## config.mk

```make
export PLATFORM = sky130hd
export DESIGN_NAME = bbl_div
export DESIGN_NICKNAME = d
export VERILOG_FILES = /design/src/rtl/core/bbl_pkg.sv /design/src/rtl/core/bbl_div.sv
export SDC_FILE = /design/constraint.sdc
export NUM_CORES = 1
export LEC_CHECK = 0
export BUFFER_PORTS_ARGS = -buffer_cell sky130_fd_sc_hd__buf_2
export CAP_MARGIN = 30
export CORE_UTILIZATION = 60
export DETAILED_ROUTE_END_ITERATION = 8
export GPL_TIMING_DRIVEN = 0
export PLACE_DENSITY = 0.85
export RECOVER_POWER = 100
export SKIP_CTS_REPAIR_TIMING = 1
export SLEW_MARGIN = 15
export SYNTH_ARGS = -nofsm -noshare
export SYNTH_HDL_FRONTEND = slang
export SYNTH_SLANG_ARGS = --single-unit
```

## constraint.sdc

```tcl
create_clock -name clk -period 7.1 [get_ports clk]
set_clock_uncertainty 0.1 [all_clocks]
set_input_delay 1.065 -clock clk [delete_from_list [all_inputs] [get_ports clk]]
set_output_delay 1.065 -clock clk [all_outputs]
set_load 0.02 [all_outputs]
```

## src/rtl/core/bbl_pkg.sv

```systemverilog
// ----------------------------------------------------------------------------
// bbl_pkg - shared types and constants for the clamped-edge line box blur
// Pixel layout, window cell control and reciprocal format.
// ----------------------------------------------------------------------------
package bbl_pkg;

    localparam int CH_W        = 8;
    localparam int NUM_CH      = 4;
    localparam int PIX_W       = CH_W * NUM_CH;
    localparam int IDX_W       = 8;    // cell index, covers 2 * 127
    localparam int RAD_REG_W   = 6;
    localparam int RECIP_SHIFT = 16;
    localparam int RECIP_W     = RECIP_SHIFT + 1;

    typedef logic [PIX_W-1:0] pixel_t;

    // window step command broadcast along the cell chain
    typedef struct packed {
        logic             step;      // advance the window this cycle
        logic             load_all;  // line start: every cell takes the new pixel
        logic [IDX_W-1:0] ins_idx;   // cell that takes the new pixel (2r)
    } cell_ctrl_t;

endpackage

```

## src/rtl/core/bbl_div.sv

```systemverilog
// ----------------------------------------------------------------------------
// bbl_div - two-stage divide of a window sum by the window diameter
// Reciprocal multiply, then one multiply-back and a single correction.
// ----------------------------------------------------------------------------
module bbl_div #(
    parameter int NUM_W  = 16,
    parameter int DIAM_W = 7
) (
    input  logic                        clk,
    input  logic                        en,
    input  logic [NUM_W-1:0]            num,
    input  logic [bbl_pkg::RECIP_W-1:0] recip,
    input  logic [DIAM_W-1:0]           diam,
    output logic [bbl_pkg::CH_W-1:0]    quo
);
    import bbl_pkg::*;

    logic [NUM_W+RECIP_W-1:0] prod_reg;
    logic [NUM_W-1:0]         num_reg;
    logic [DIAM_W-1:0]        diam_reg;
    logic [CH_W-1:0]          quo_reg;
    logic [CH_W-1:0]          est;
    logic [NUM_W-1:0]         rem;

    // estimate is the true quotient or one below it
    assign est = prod_reg[RECIP_SHIFT +: CH_W];
    assign rem = num_reg - NUM_W'(est * diam_reg);

    always_ff @(posedge clk)
    begin
        if (en)
        begin
            prod_reg <= (NUM_W+RECIP_W)'(num) * (NUM_W+RECIP_W)'(recip);
            num_reg  <= num;
            diam_reg <= diam;
            quo_reg  <= (rem >= NUM_W'(diam_reg)) ? est + CH_W'(1) : est;
        end
    end

    assign quo = quo_reg;

endmodule

```

==> metrics.cfg <==
[die]
design.die.area_mm2=0.0188
num_rows=49
core_area_mm2=0.0179
start_util_pct=61.1
die_h_um=137
ios=50
die_x_um=137

[min_path]
whs_path_depth=2
hp-class=reg2reg

[run_status]
status=finished with violations
violations=capacitance limit, slew limit

[critical_path]
r2r_slack_ns=0.52
cpLargestDelayFamily=adder cells
crit_fanout=10
reg2reg_from=prod_reg[17]$_DFFE_PP_
worstSetupPathDepth=19
critPathBufInv=5
crit_slowest_cell=fa_1
startpoint_type=primary input
worstPathCellList=clkbuf_1 -> clkbuf_1 -> nand2_1 -> fa_1 -> inv_1 -> fa_1 -> fa_1 -> fa_1 -> fa_1 -> inv_1 -> fa_1 -> inv_1 -> ha_1 -> a211oi_1 -> o211a_1 -> nor3_1 -> a2111oi_2 -> o21bai_1 -> xnor2_1
path_class=in2reg
max_stage_delay_ns=0.56
cpMostUsedCell=fa_1
crit_path_end=prod_reg[23]$_DFFE_PP_
crit_required_ns=7.02
ff2ff_path_depth=21
cp.arrival_ns=6.73
endpoint_kind=flop
crit_start=num[10]
r2r-end=quo[7]$_DFFE_PP_

[global_routing]
grt_max_degree=40
grt_overflow=0
grtUsageTotal_pct=30.0
antenna_found_initial=0
grt_pass1_vias=8826
grt_first_pass_wirelength_mm=42.8

[clock_network]
clk_pin_slew_ns=0.06
cts_buffer_depth=2
cts-root-buf=clkbuf_16
clk_latency_ns=0.29
clock_sinks=39
cts_tree=built
cts_made_buffers=5
htreeDepth=2

[route]
drtAntennaViolNets=0
avgViaCountPerCell=5.57
vias=8155
wire_per_inst_um=17.3
dr.pass1.iters=5
drtIter0Drc=526
wirelength_mm=25.4
drc=0

[sta]
rsz0062_at_grt=no
finalSetupViolations=0
maxSlewViolCount=40
hold_viol=0
worst_pin_slew_ns=2.03
relSlewSlack_pct=-35.2
min_period_ns=6.81
max_freq_mhz=147
fin_crit_sh_pct=95.9
tns_ns=0

[final_layout]
largest_reg_flops=16
postLayoutCellArea_mm2=0.0116
final_cell_mix=inv_1, fa_1, nand2_1
regArea_mm2=0.00117
num-nets-final=1600
layout_commonest_cell=inv_1
area_delta_synth_final_pct=6.28
multi_input_area_mm2=0.00851
fillers=1377
final_cells=1465
drive_gt1_share_pct=5.34

[placed_design]
postPlaceCellArea_mm2=0.0115
port_buffers=47
place_congestion=0.972
dp_hpwl_mm=20.9
placedCellCount=1462

[synth]
yosys-top-cells-area=fa_1, ha_1, edfxtp_1
synth.top_cell.area_share_pct=39.3
syn-cell-area_mm2=0.0109
async_reset_ff_share_pct=0
ys_ff_latch=39
avgSynthCellArea_um2=9.23
yosysSeqAreaShare_pct=10.7
syn_inst=1186
yosysUniqueCellTypes=55
synth_largest_area_cell=fa_1
synth_edf_count=39
synth_warnings=0
synthFlopType=edfxtp_1
synth_fp_nets=1552

[run]
drv_cap=1

[area by class of cell]
| type | count | share of cell area, % |
|---|---|---|
| Timing Repair Buffer | 47 | 1.87 |
| Tap cell | 229 | 2.46 |
| Clock buffer | 6 | 1.11 |
| Inverter | 294 | 9.49 |
| Buffer | 34 | 1.31 |
| Sequential cell | 39 | 10.1 |
| Antenna cell | 1 | 0.0215 |
| Multi-Input combinational cell | 813 | 73.1 |
| Clock inverter | 2 | 0.516 |
[Yosys cell counts, drive strengths merged (2+ instances only)]
cell       n
edfxtp    39
clkbuf    40
nand2    154
o21bai     2
nor3      10
nor2      20
o21ai     15
and2     150
a2111oi    5
nor3b      4
a21oi     18
xnor2     29
or2        2
a211o      2
nand4      7
ha       109
nor2b      5
nand3     10
xor2      12
a211oi     5
fa       215
o21a       5
a21o       8
nand2b     5
o31ai      3
inv      294
mux2i      2
[kinds of logic (layout without fill, tap and decap cells)]
| kind of cell | Yosys count | count (layout) | synth area share [%] |
|---|---|---|---|
| other cells | 0 | 1 | 0 |
| compound gates | 70 | 70 | 4.77 |
| xor+xnor | 42 | 42 | 3.49 |
| fa+ha+maj | 324 | 324 | 51.8 |
| mux | 3 | 3 | 0.320 |
| buf+inv | 334 | 383 | 11.5 |
| simple gates | 374 | 374 | 17.5 |
| flops | 39 | 39 | 10.7 |
[metrics by stage]
step | hold WS (ns) | util, % | worst slack (ns)
6_report | 0.602 | 65.0 | 0.290
5_1_grt | 0.636 | 65.0 | 0.0210
3_3_place_gp | 0.575 | 64.0 | -0.409
4_1_cts | 0.603 | 65.1 | -0.244
2_1_floorplan | 0.547 | - | 0.547
3_5_place_dp | 0.591 | 64.0 | -0.522
[worst min-delay path: cells and delay by family (launching register included)]
kind | cells | cell delay (ns)
DFF | 1 | 0.34
adders and majority gates | 1 | 0.13
muxes | 1 | 0.13
[routing by layer]
layer  wire length [µm]  up-vias  track usage [%]
met1               9860     4071             38.5
met2              12300      374             51.5
li1                   -     3633                -
met3               2230       77             4.41
met5                  0        -                0
met4                981        0             11.3
[how the worst min path moves through the flow]
stage                            from                to
2_1_floorplan  prod_reg[23]$_DFFE_PP_  quo[7]$_DFFE_PP_
3_3_place_gp   prod_reg[17]$_DFFE_PP_  quo[1]$_DFFE_PP_
3_5_place_dp   prod_reg[17]$_DFFE_PP_  quo[1]$_DFFE_PP_
4_1_cts        prod_reg[17]$_DFFE_PP_  quo[1]$_DFFE_PP_
5_1_grt        prod_reg[17]$_DFFE_PP_  quo[1]$_DFFE_PP_
6_report       prod_reg[17]$_DFFE_PP_  quo[1]$_DFFE_PP_
Power is not shown: default switching activity piles up to over one toggle a cycle in this logic, so the estimate is an artifact.
