==> src/rtl/core/bbl_pkg.sv <==
// ----------------------------------------------------------------------------
// bbl_pkg - shared types and constants for the clamped-edge line box blur
// Pixel layout, window cell control and reciprocal format.
// ----------------------------------------------------------------------------
package bbl_pkg;

    localparam int CH_W        = 8;
    localparam int NUM_CH      = 4;
    localparam int PIX_W       = CH_W * NUM_CH;
    localparam int IDX_W       = 8;    // cell index, covers 2 * 127
    localparam int RAD_REG_W   = 6;
    localparam int RECIP_SHIFT = 16;
    localparam int RECIP_W     = RECIP_SHIFT + 1;

    typedef logic [PIX_W-1:0] pixel_t;

    // window step command broadcast along the cell chain
    typedef struct packed {
        logic             step;      // advance the window this cycle
        logic             load_all;  // line start: every cell takes the new pixel
        logic [IDX_W-1:0] ins_idx;   // cell that takes the new pixel (2r)
    } cell_ctrl_t;

endpackage

==> src/rtl/core/bbl_cell.sv <==
// ----------------------------------------------------------------------------
// bbl_cell - one pixel cell of the blur window chain
// Holds one pixel; takes its upper neighbour's pixel or the new one per step.
// ----------------------------------------------------------------------------
module bbl_cell #(
    parameter int CELL_IDX = 0
) (
    input  logic                clk,
    input  bbl_pkg::cell_ctrl_t ctrl,
    input  bbl_pkg::pixel_t     new_px,
    input  bbl_pkg::pixel_t     from_up,
    output bbl_pkg::pixel_t     px
);
    import bbl_pkg::*;

    pixel_t px_reg;
    pixel_t px_next;

    always_comb
    begin
        if (ctrl.load_all || (ctrl.ins_idx == IDX_W'(CELL_IDX)))
        begin
            px_next = new_px;
        end
        else
        begin
            px_next = from_up;
        end
    end

    always_ff @(posedge clk)
    begin
        if (ctrl.step)
        begin
            px_reg <= px_next;
        end
    end

    assign px = px_reg;

endmodule

==> config.mk <==
export PLATFORM = sky130hd
export DESIGN_NAME = bbl_cell
export DESIGN_NICKNAME = d
export VERILOG_FILES = /design/src/rtl/core/bbl_pkg.sv /design/src/rtl/core/bbl_cell.sv
export SDC_FILE = /design/constraint.sdc
export NUM_CORES = 1
export LEC_CHECK = 0
export BUFFER_PORTS_ARGS = -buffer_cell sky130_fd_sc_hd__buf_2
export CAP_MARGIN = 20
export CORE_UTILIZATION = 40
export CTS_CLUSTER_DIAMETER = 40
export CTS_CLUSTER_SIZE = 8
export DETAILED_ROUTE_END_ITERATION = 7
export PLACE_DENSITY_LB_ADDON = 0.25
export REMOVE_ABC_BUFFERS = 1
export SLEW_MARGIN = 20
export SYNTH_ARGS = -nofsm -noshare
export SYNTH_HDL_FRONTEND = slang
export SYNTH_SLANG_ARGS = --single-unit
==> constraint.sdc <==
create_clock -name clk -period 1.7 [get_ports clk]
set_clock_uncertainty 0.05 [all_clocks]
set_input_delay 0.085 -clock clk [delete_from_list [all_inputs] [get_ports clk]]
set_output_delay 0.085 -clock clk [all_outputs]
set_load 0.02 [all_outputs]
==> reports/results.tsv, run 1 <==
metric	value	unit
cell-internal power	1.44	mW
CTS tree	done	
syn_area_per_cell	21.3	sq um
PortBufs	106	
Synth Register Bits	32	
Die Y	63.0	um
sequential fraction of the synthesis area	64.5	%
num rows	21	
placed inst area	2100	sq um
Logic pwr share	20.8	%
Clk pwr share	28.2	%
Arr. time, crit path	1300	ps
DR vias	1054	
max FFs per register	32	
Die W	63.0	um
Hold Path Stages	2	
global-route usage over all layers	15.2	%
H-tree lvl count	2	
status	finished clean	
CP Capture Type	flip-flop	
Net Switching	0.458	mW
Worst EP required	1680	ps
final setup margin	381	ps
worst hold margin	55.9	ps
antenna fix cells	0	
CTS sink cnt	32	
Worst setup SP type	input port	
Post-CTS Setup Repair Bufs	0	
fmax	0.758	GHz
DP Cell Count	222	
GPL Wtd Cong	0.718	
cts bufs inserted	5	
total gr overflow	0	
Max Buffers Root-to-Sink	2	
post-synth top area share	64.5	%
DRC errors left	0	
synth warn	0	
Area Overhead vs Synth	46.3	%
post-synthesis instance area	1490	sq um
Netlist cell types	6	
DRT Pass-1 Iters	4	
worst hold path class	input port to flip-flop	
initial core utilization	43.3	%
leading area contributor after synthesis	edfxtp_1	
Worst-Margin Slew	479	ps
setup violators final	0	
final hold viol count	0	
core area	3440	sq um
Slew Limit Fails	0	
layout cells sized above 1	79.9	%
Top-Level Pins	107	
top fanout value on the critical path	32	
clock slew at reported path FFs	60	ps
fin area	2180	sq um
CTS Root Cell	clkbuf_8	
antenna violations before repair	0	
Final Util	63.3	%
drt initial violations	28	
DIE AREA	3970	sq um
Setup CP Type	input port to flip-flop	
post-cts resize count	0	
final WL	2870	um
fin crit period	1320	ps
top cells by area in the synthesized netlist	edfxtp_1, mux2_4, buf_6	
Post-CTS Hold Fix Bufs	0	
nets	258	
RSZ-0062 raised after global routing	false	
Routed wire per std cell	12.5	um
pre-CTS WS	92.9	ps
Post-DRT Antenna Nets	0	
share of power burned in registers	51.0	%
Net Sw Frac	24.1	%
vias in the first global route	981	
Post-Syn Instances	70	
largest net degree at the start of global routing	33	
global-route wire length before repair	4420	um
power per cell area	872	nW/um^2
leakage	1.05	nW
Finished Layout Cells	230	
Fillers	271	
max-capacitance violation count	0	
critical path endpoint	px[3]	
VDD IR-drop max	0.483	mV
period utilization	77.6	%
origin of the worst setup path	ctrl[1]	
worst rel slew slack	67.8	%
via/cell ratio	4.58	
## power by group through the flow
stage	clock network (mW)	logic, mW	registers, mW
global placement	0	0.391	0.985
CTS	0.557	0.400	0.970
detailed placement	0	0.399	0.986
finish	0.536	0.395	0.969
global route	0.595	0.419	0.975
floorplan	0	0.119	1.09
## critical path, stage by stage
cell	delay, ps
buf_2	100
nor4_1	460
a21oi_4	110
buf_12	210
mux2_4	320
## cells in the mapped netlist, drive strengths merged
master  instances
edfxtp         32
mux2           32
buf             3
a21oi           1
nor4            2
## metrics by stage
| stage | TNS [ps] | power, mW |
|---|---|---|
| 5_1_grt | 0 | 1.99 |
| 2_1_floorplan | -17560 | 1.21 |
| 6_report | 0 | 1.90 |
| 4_1_cts | 0 | 1.93 |
| 3_3_place_gp | 0 | 1.38 |
| 3_5_place_dp | 0 | 1.39 |
## cells in the final DEF (no fill, tap or decap)
master / instances
clkbuf_1: 2
clkinv_1: 1
nor4_1: 2
mux2_2: 2
clkbuf_8: 5
mux2_4: 30
buf_2: 106
buf_12: 2
buf_4: 1
edfxtp_1: 32
a21oi_4: 1
## logic make-up after synthesis
group / after synthesis / share of synthesized area [%]
mux: 32 / 31.8
flops: 32 / 64.5
simple gates: 2 / 0.840
buf+inv: 3 / 2.27
compound gates: 1 / 0.588
## metal layers
layer	vias up	track usage, %	share of wire [%]
li1	502	-	-
met1	476	16.9	38
met2	74	23.7	50
met3	2	7.66	12
met4	0	7.85	0.49
met5	-	0	0
## worst min-delay path by stage
stage,from,to
4_1_cts,from_up[18],px[18]
2_1_floorplan,ctrl[9],px[0]
6_report,from_up[15],px[15]
5_1_grt,from_up[21],px[21]
3_3_place_gp,from_up[14],px[14]
3_5_place_dp,from_up[18],px[18]
## area by class of cell
class                      instances  area, sq um  area share, %
clock buffer                       7         76.3           3.50
sequential                        32          961           44.1
multi-input combinational         35          502           23.0
tap                               46         57.6           2.64
timing repair buffer             109          578           26.5
clock inverter                     1         3.75          0.172
Note: power is estimated with default switching activity, not from simulation.
==> inputs of run 2 (changes only) <==
--- a/config.mk
+++ b/config.mk
@@ -7,7 +7,7 @@
 export LEC_CHECK = 0
 export BUFFER_PORTS_ARGS = -buffer_cell sky130_fd_sc_hd__buf_2
 export CAP_MARGIN = 20
-export CORE_UTILIZATION = 40
+export CORE_UTILIZATION = 36
 export CTS_CLUSTER_DIAMETER = 40
 export CTS_CLUSTER_SIZE = 8
 export DETAILED_ROUTE_END_ITERATION = 7
==> constraint.sdc (replaced) <==
create_clock -name clk -period 1.1 [get_ports clk]
set_clock_uncertainty 0.05 [all_clocks]
set_input_delay 0.055 -clock clk [delete_from_list [all_inputs] [get_ports clk]]
set_output_delay 0.055 -clock clk [all_outputs]
set_load 0.02 [all_outputs]
==> reports/results.tsv, run 2 (synthesis results as in run 1) <==
metric	value	unit	change
failing checks	negative setup slack		
Worst EP required	1080	ps	was 1680 ps
worst rel slew slack	87.0	%	was 67.8%
CTS tree	done		unchanged
CTS Root Cell	clkbuf_8		unchanged
Worst setup SP type	input port		unchanged
CTS sink cnt	32		unchanged
cts bufs inserted	5		unchanged
DR vias	1057		was 1,054
Multi-input gate area	523	sq um	was 502 sq um
largest net degree at the start of global routing	29		was 33
max-capacitance violation count	0		unchanged
max FFs per register	32		unchanged
DIE AREA	4400	sq um	was 3970 sq um
fin crit period	1130	ps	
initial core utilization	37.5	%	was 43.3%
Top-Level Pins	107		unchanged
slowest cell delay on critical path	300	ps	was 460 ps
VDD IR-drop max	0.846	mV	was 0.483 mV
Register Area	961	sq um	unchanged
slowest CP cell	mux2_4		was nor4_1
top fanout value on the critical path	17		was 32
vias in the first global route	1076		was 981
Post-CTS Setup Repair Bufs	0		unchanged
Fillers	340		was 271
DRC errors left	0		unchanged
Slew Limit Fails	0		unchanged
PortBufs	106		unchanged
DRT Pass-1 Iters	5		was 4
Die Y	66.3	um	was 63.0 um
cell family with most CP delay	buffers and inverters		was simple AND/OR/NAND/NOR gates
final hold viol count	0		unchanged
Setup CP Type	input port to flip-flop		unchanged
core area	3970	sq um	was 3440 sq um
final setup margin	-27.6	ps	was 381 ps
Routed wire per std cell	13.7	um	was 12.5 um
via/cell ratio	4.48		was 4.58
most frequent cells in the layout	buf_2, edfxtp_1, mux2_4, clkbuf_8		unchanged
GPL Wtd Cong	0.687		was 0.718
drt initial violations	42		was 28
total gr overflow	0		unchanged
most common cell after layout, fill and taps aside	buf_2		unchanged
worst-path cell chain	buf_6 -> nor4_4 -> buf_4 -> a21oi_4 -> buf_12 -> mux2_4		was buf_2 -> nor4_1 -> a21oi_4 -> buf_12 -> mux2_4
antenna fix cells	0		unchanged
setup violators final	32		was 0
Max Buffers Root-to-Sink	2		unchanged
num rows	23		was 21
period utilization	103	%	
RSZ-0062 raised after global routing	true		was false
Post-DRT Antenna Nets	0		unchanged
status	finished with violations		was finished clean
leakage	1.08	nW	was 1.05 nW
H-tree lvl count	2		unchanged
Worst-Margin Slew	193	ps	was 479 ps
final WL	3240	um	was 2870 um
global-route usage over all layers	14.7	%	was 15.2%
global-route wire length before repair	4590	um	was 4420 um
nets	260		was 258
setup TNS	-462	ps	was 0 ps
CP bufs+invs	3		was 2
fmax	0.887	GHz	
pre-CTS WS	-349	ps	was 92.9 ps
worst hold path class	input port to flip-flop		unchanged
antenna violations before repair	0		unchanged
power per cell area	1320	nW/um^2	was 872 nW/um^2
Final HPWL DP	2500	um	
clock slew at reported path FFs	70	ps	was 60 ps
Area Overhead vs Synth	51.3	%	was 46.3%
Arr. time, crit path	1100	ps	was 1300 ps
CP Capture Type	flip-flop		unchanged
layout cells sized above 1	82.3	%	was 79.9%
Die W	66.3	um	was 63.0 um
==> run 2: cell type report <==
cell class                 count  share of cell area, %
timing repair buffer         111                   27.7
clock inverter                 3                  0.611
multi-input combinational     35                   23.2
clock buffer                   5                   3.05
tap                           50                   2.78
sequential                    32                   42.6
==> run 2: routing by layer <==
metal	part of all wire (%)	vias to the layer above	track usage (%)
met1	36	472	14.7
met3	11	4	5.69
met2	51	75	26.1
met5	0	-	0
met4	1.8	0	7.18
li1	-	506	-
==> run 2: path summary, 6_finish.rpt <==
| check | from | cells past startpoint | slack (ps) | end |
|---|---|---|---|---|
| min | from_up[26] | 2 | 30 | px[26] |
| max | ctrl[1] | 6 | -30 | px[14] |
==> run 2: through the flow <==
step	hold WS (ps)	util, %	std cells	instance area [sq um]	power [mW]
after floorplan	117	-	67	1460	1.86
after global placement	305	53.7	228	2130	2.14
after detailed placement	309	53.7	228	2130	2.16
after CTS	12.7	56.2	236	2230	3.02
after global routing	17.7	56.7	236	2250	3.11
final	26.4	56.7	236	2250	2.97
==> run 2: timing repair <==
item | CTS | global route
gates cloned | 0 | 0
resized for setup | 3 | 3
hold buffers | 0 | 0
endpoints found under the setup margin | 32 | 32
==> run 2: where the power goes <==
group | switching [mW] | internal (mW) | total [mW]
registers | 0.0221 | 1.47 | 1.50
clock network | 0.407 | 0.428 | 0.836
logic | 0.311 | 0.332 | 0.643
==> inputs of run 3 (changes only) <==
--- a/config.mk
+++ b/config.mk
@@ -8,10 +8,11 @@
 export BUFFER_PORTS_ARGS = -buffer_cell sky130_fd_sc_hd__buf_2
 export CAP_MARGIN = 20
 export CORE_UTILIZATION = 36
+export CTS_BUF_LIST = sky130_fd_sc_hd__clkbuf_4 sky130_fd_sc_hd__clkbuf_8 sky130_fd_sc_hd__clkbuf_16
 export CTS_CLUSTER_DIAMETER = 40
 export CTS_CLUSTER_SIZE = 8
 export DETAILED_ROUTE_END_ITERATION = 7
-export PLACE_DENSITY_LB_ADDON = 0.25
+export PLACE_DENSITY = 0.75
 export REMOVE_ABC_BUFFERS = 1
 export SLEW_MARGIN = 20
 export SYNTH_ARGS = -nofsm -noshare
==> reports/results.tsv, run 3 (synthesis results as in run 1) <==
metric	value	unit	change
total power draw	2.98	mW	was 2.97 mW
max FFs per register	32		unchanged
Logic pwr share	21.3	%	was 21.6%
Post-DRT Antenna Nets	0		unchanged
fin crit period	1140	ps	was 1130 ps
global-route usage over all layers	14.4	%	was 14.7%
CTS sink cnt	32		unchanged
share of power burned in registers	50.3	%	about the same
num rows	23		unchanged
DRT Pass-1 Iters	4		was 5
PortBufs	106		unchanged
cts bufs inserted	5		unchanged
failing checks	negative setup slack		unchanged
Area Overhead vs Synth	50.8	%	was 51.3%
worst rel slew slack	87.2	%	was 87.0%
Net Sw Frac	24.3	%	was 24.9%
fmax	0.880	GHz	was 0.887 GHz
Max Buffers Root-to-Sink	2		unchanged
placed inst area	2130	sq um	unchanged
initial core utilization	37.5	%	unchanged
DR vias	1079		was 1,057
period utilization	103	%	about the same
core area	3970	sq um	unchanged
fin area	2250	sq um	about the same
Routed wire per std cell	13.5	um	was 13.7 um
worst hold margin	23.7	ps	was 26.4 ps
Final Util	56.6	%	was 56.7%
total gr overflow	0		unchanged
Finished Layout Cells	235		was 236
power per cell area	1330	nW/um^2	was 1320 nW/um^2
nets	260		unchanged
DRC errors left	0		unchanged
drt initial violations	93		was 42
max-capacitance violation count	0		unchanged
Fillers	325		was 340
Slew Limit Fails	0		unchanged
Worst setup SP type	input port		unchanged
VDD IR-drop max	0.466	mV	was 0.846 mV
RSZ-0062 raised after global routing	true		unchanged
Setup CP Type	input port to flip-flop		unchanged
antenna fix cells	0		unchanged
GPL Wtd Cong	0.639		was 0.687
Worst-Margin Slew	191	ps	was 193 ps
top fanout value on the critical path	18		was 17
global-route wire length before repair	4370	um	was 4590 um
CTS tree	done		unchanged
clock slew at reported path FFs	70	ps	about the same
setup TNS	-617	ps	was -462 ps
cell-internal power	2.26	mW	was 2.23 mW
largest net degree at the start of global routing	27		was 29
Top-Level Pins	107		unchanged
worst hold path class	input port to flip-flop		unchanged
status	finished with violations		unchanged
final hold viol count	0		unchanged
Arr. time, crit path	1110	ps	was 1100 ps
Worst EP required	1080	ps	about the same
H-tree lvl count	2		unchanged
via/cell ratio	4.59		was 4.48
Net Switching	0.726	mW	was 0.740 mW
final setup margin	-35.7	ps	was -27.6 ps
Die Y	66.3	um	unchanged
antenna violations before repair	0		unchanged
final WL	3170	um	was 3240 um
CTS Root Cell	clkbuf_8		unchanged
leakage	1.08	nW	about the same
Clk pwr share	28.4	%	was 28.1%
most frequent cells in the layout	buf_2, edfxtp_1, mux2_4, clkbuf_8, buf_12		was buf_2, edfxtp_1, mux2_4, clkbuf_8
DIE AREA	4400	sq um	unchanged
Register Area	961	sq um	unchanged
layout cells sized above 1	82.7	%	was 82.3%
CP Capture Type	flip-flop		unchanged
pre-CTS WS	-432	ps	was -349 ps
setup violators final	31		was 32
DP Cell Count	228		unchanged
vias in the first global route	947		was 1,076
Post-CTS Hold Fix Bufs	0		unchanged
Multi-input gate area	523	sq um	unchanged
Die W	66.3	um	unchanged
most common cell after layout, fill and taps aside	buf_2		unchanged
==> run 3: what timing repair did <==
action,in CTS,in global routing
buffers inserted,0,0
resized for setup,5,0
endpoints found under the setup margin,32,32
hold endpoints to repair,0,0
pin swaps,0,0
==> run 3: worst paths after layout <==
kind / from / endpoint / cells after the start
hold / removal: new_px[29] / px[29] / 2
setup / recovery: ctrl[5] / px[18] / 6
==> run 3: cell type report <==
| type | count | area share [%] |
|---|---|---|
| well taps | 50 | 2.79 |
| repair buffers | 111 | 27.5 |
| multi-input cells | 35 | 23.3 |
| clock inverters | 1 | 0.223 |
| flip-flops and latches | 32 | 42.8 |
| clock buffers | 6 | 3.40 |
==> run 3: power groups by stage <==
stage                     combinational (mW)  clock, mW  sequential (mW)
after floorplan                        0.185          0             1.68
after global placement                 0.619          0             1.52
after detailed placement               0.630          0             1.53
after CTS                              0.644      0.871             1.50
after global routing                   0.681      0.912             1.51
final                                  0.636      0.847             1.50
==> run 3: layer usage <==
metal	global-route usage, %	part of all wire (%)	vias up
met5	0	0	-
met4	7.18	1.5	0
met3	5.52	11	4
met2	25.5	49	71
met1	14.7	38	500
li1	-	-	504
==> run 3: worst max-delay path: stages <==
cell     delay (ps)
buf_6            90
nor4_4          250
buf_4           150
a21oi_4          70
buf_12          170
mux2_4          310
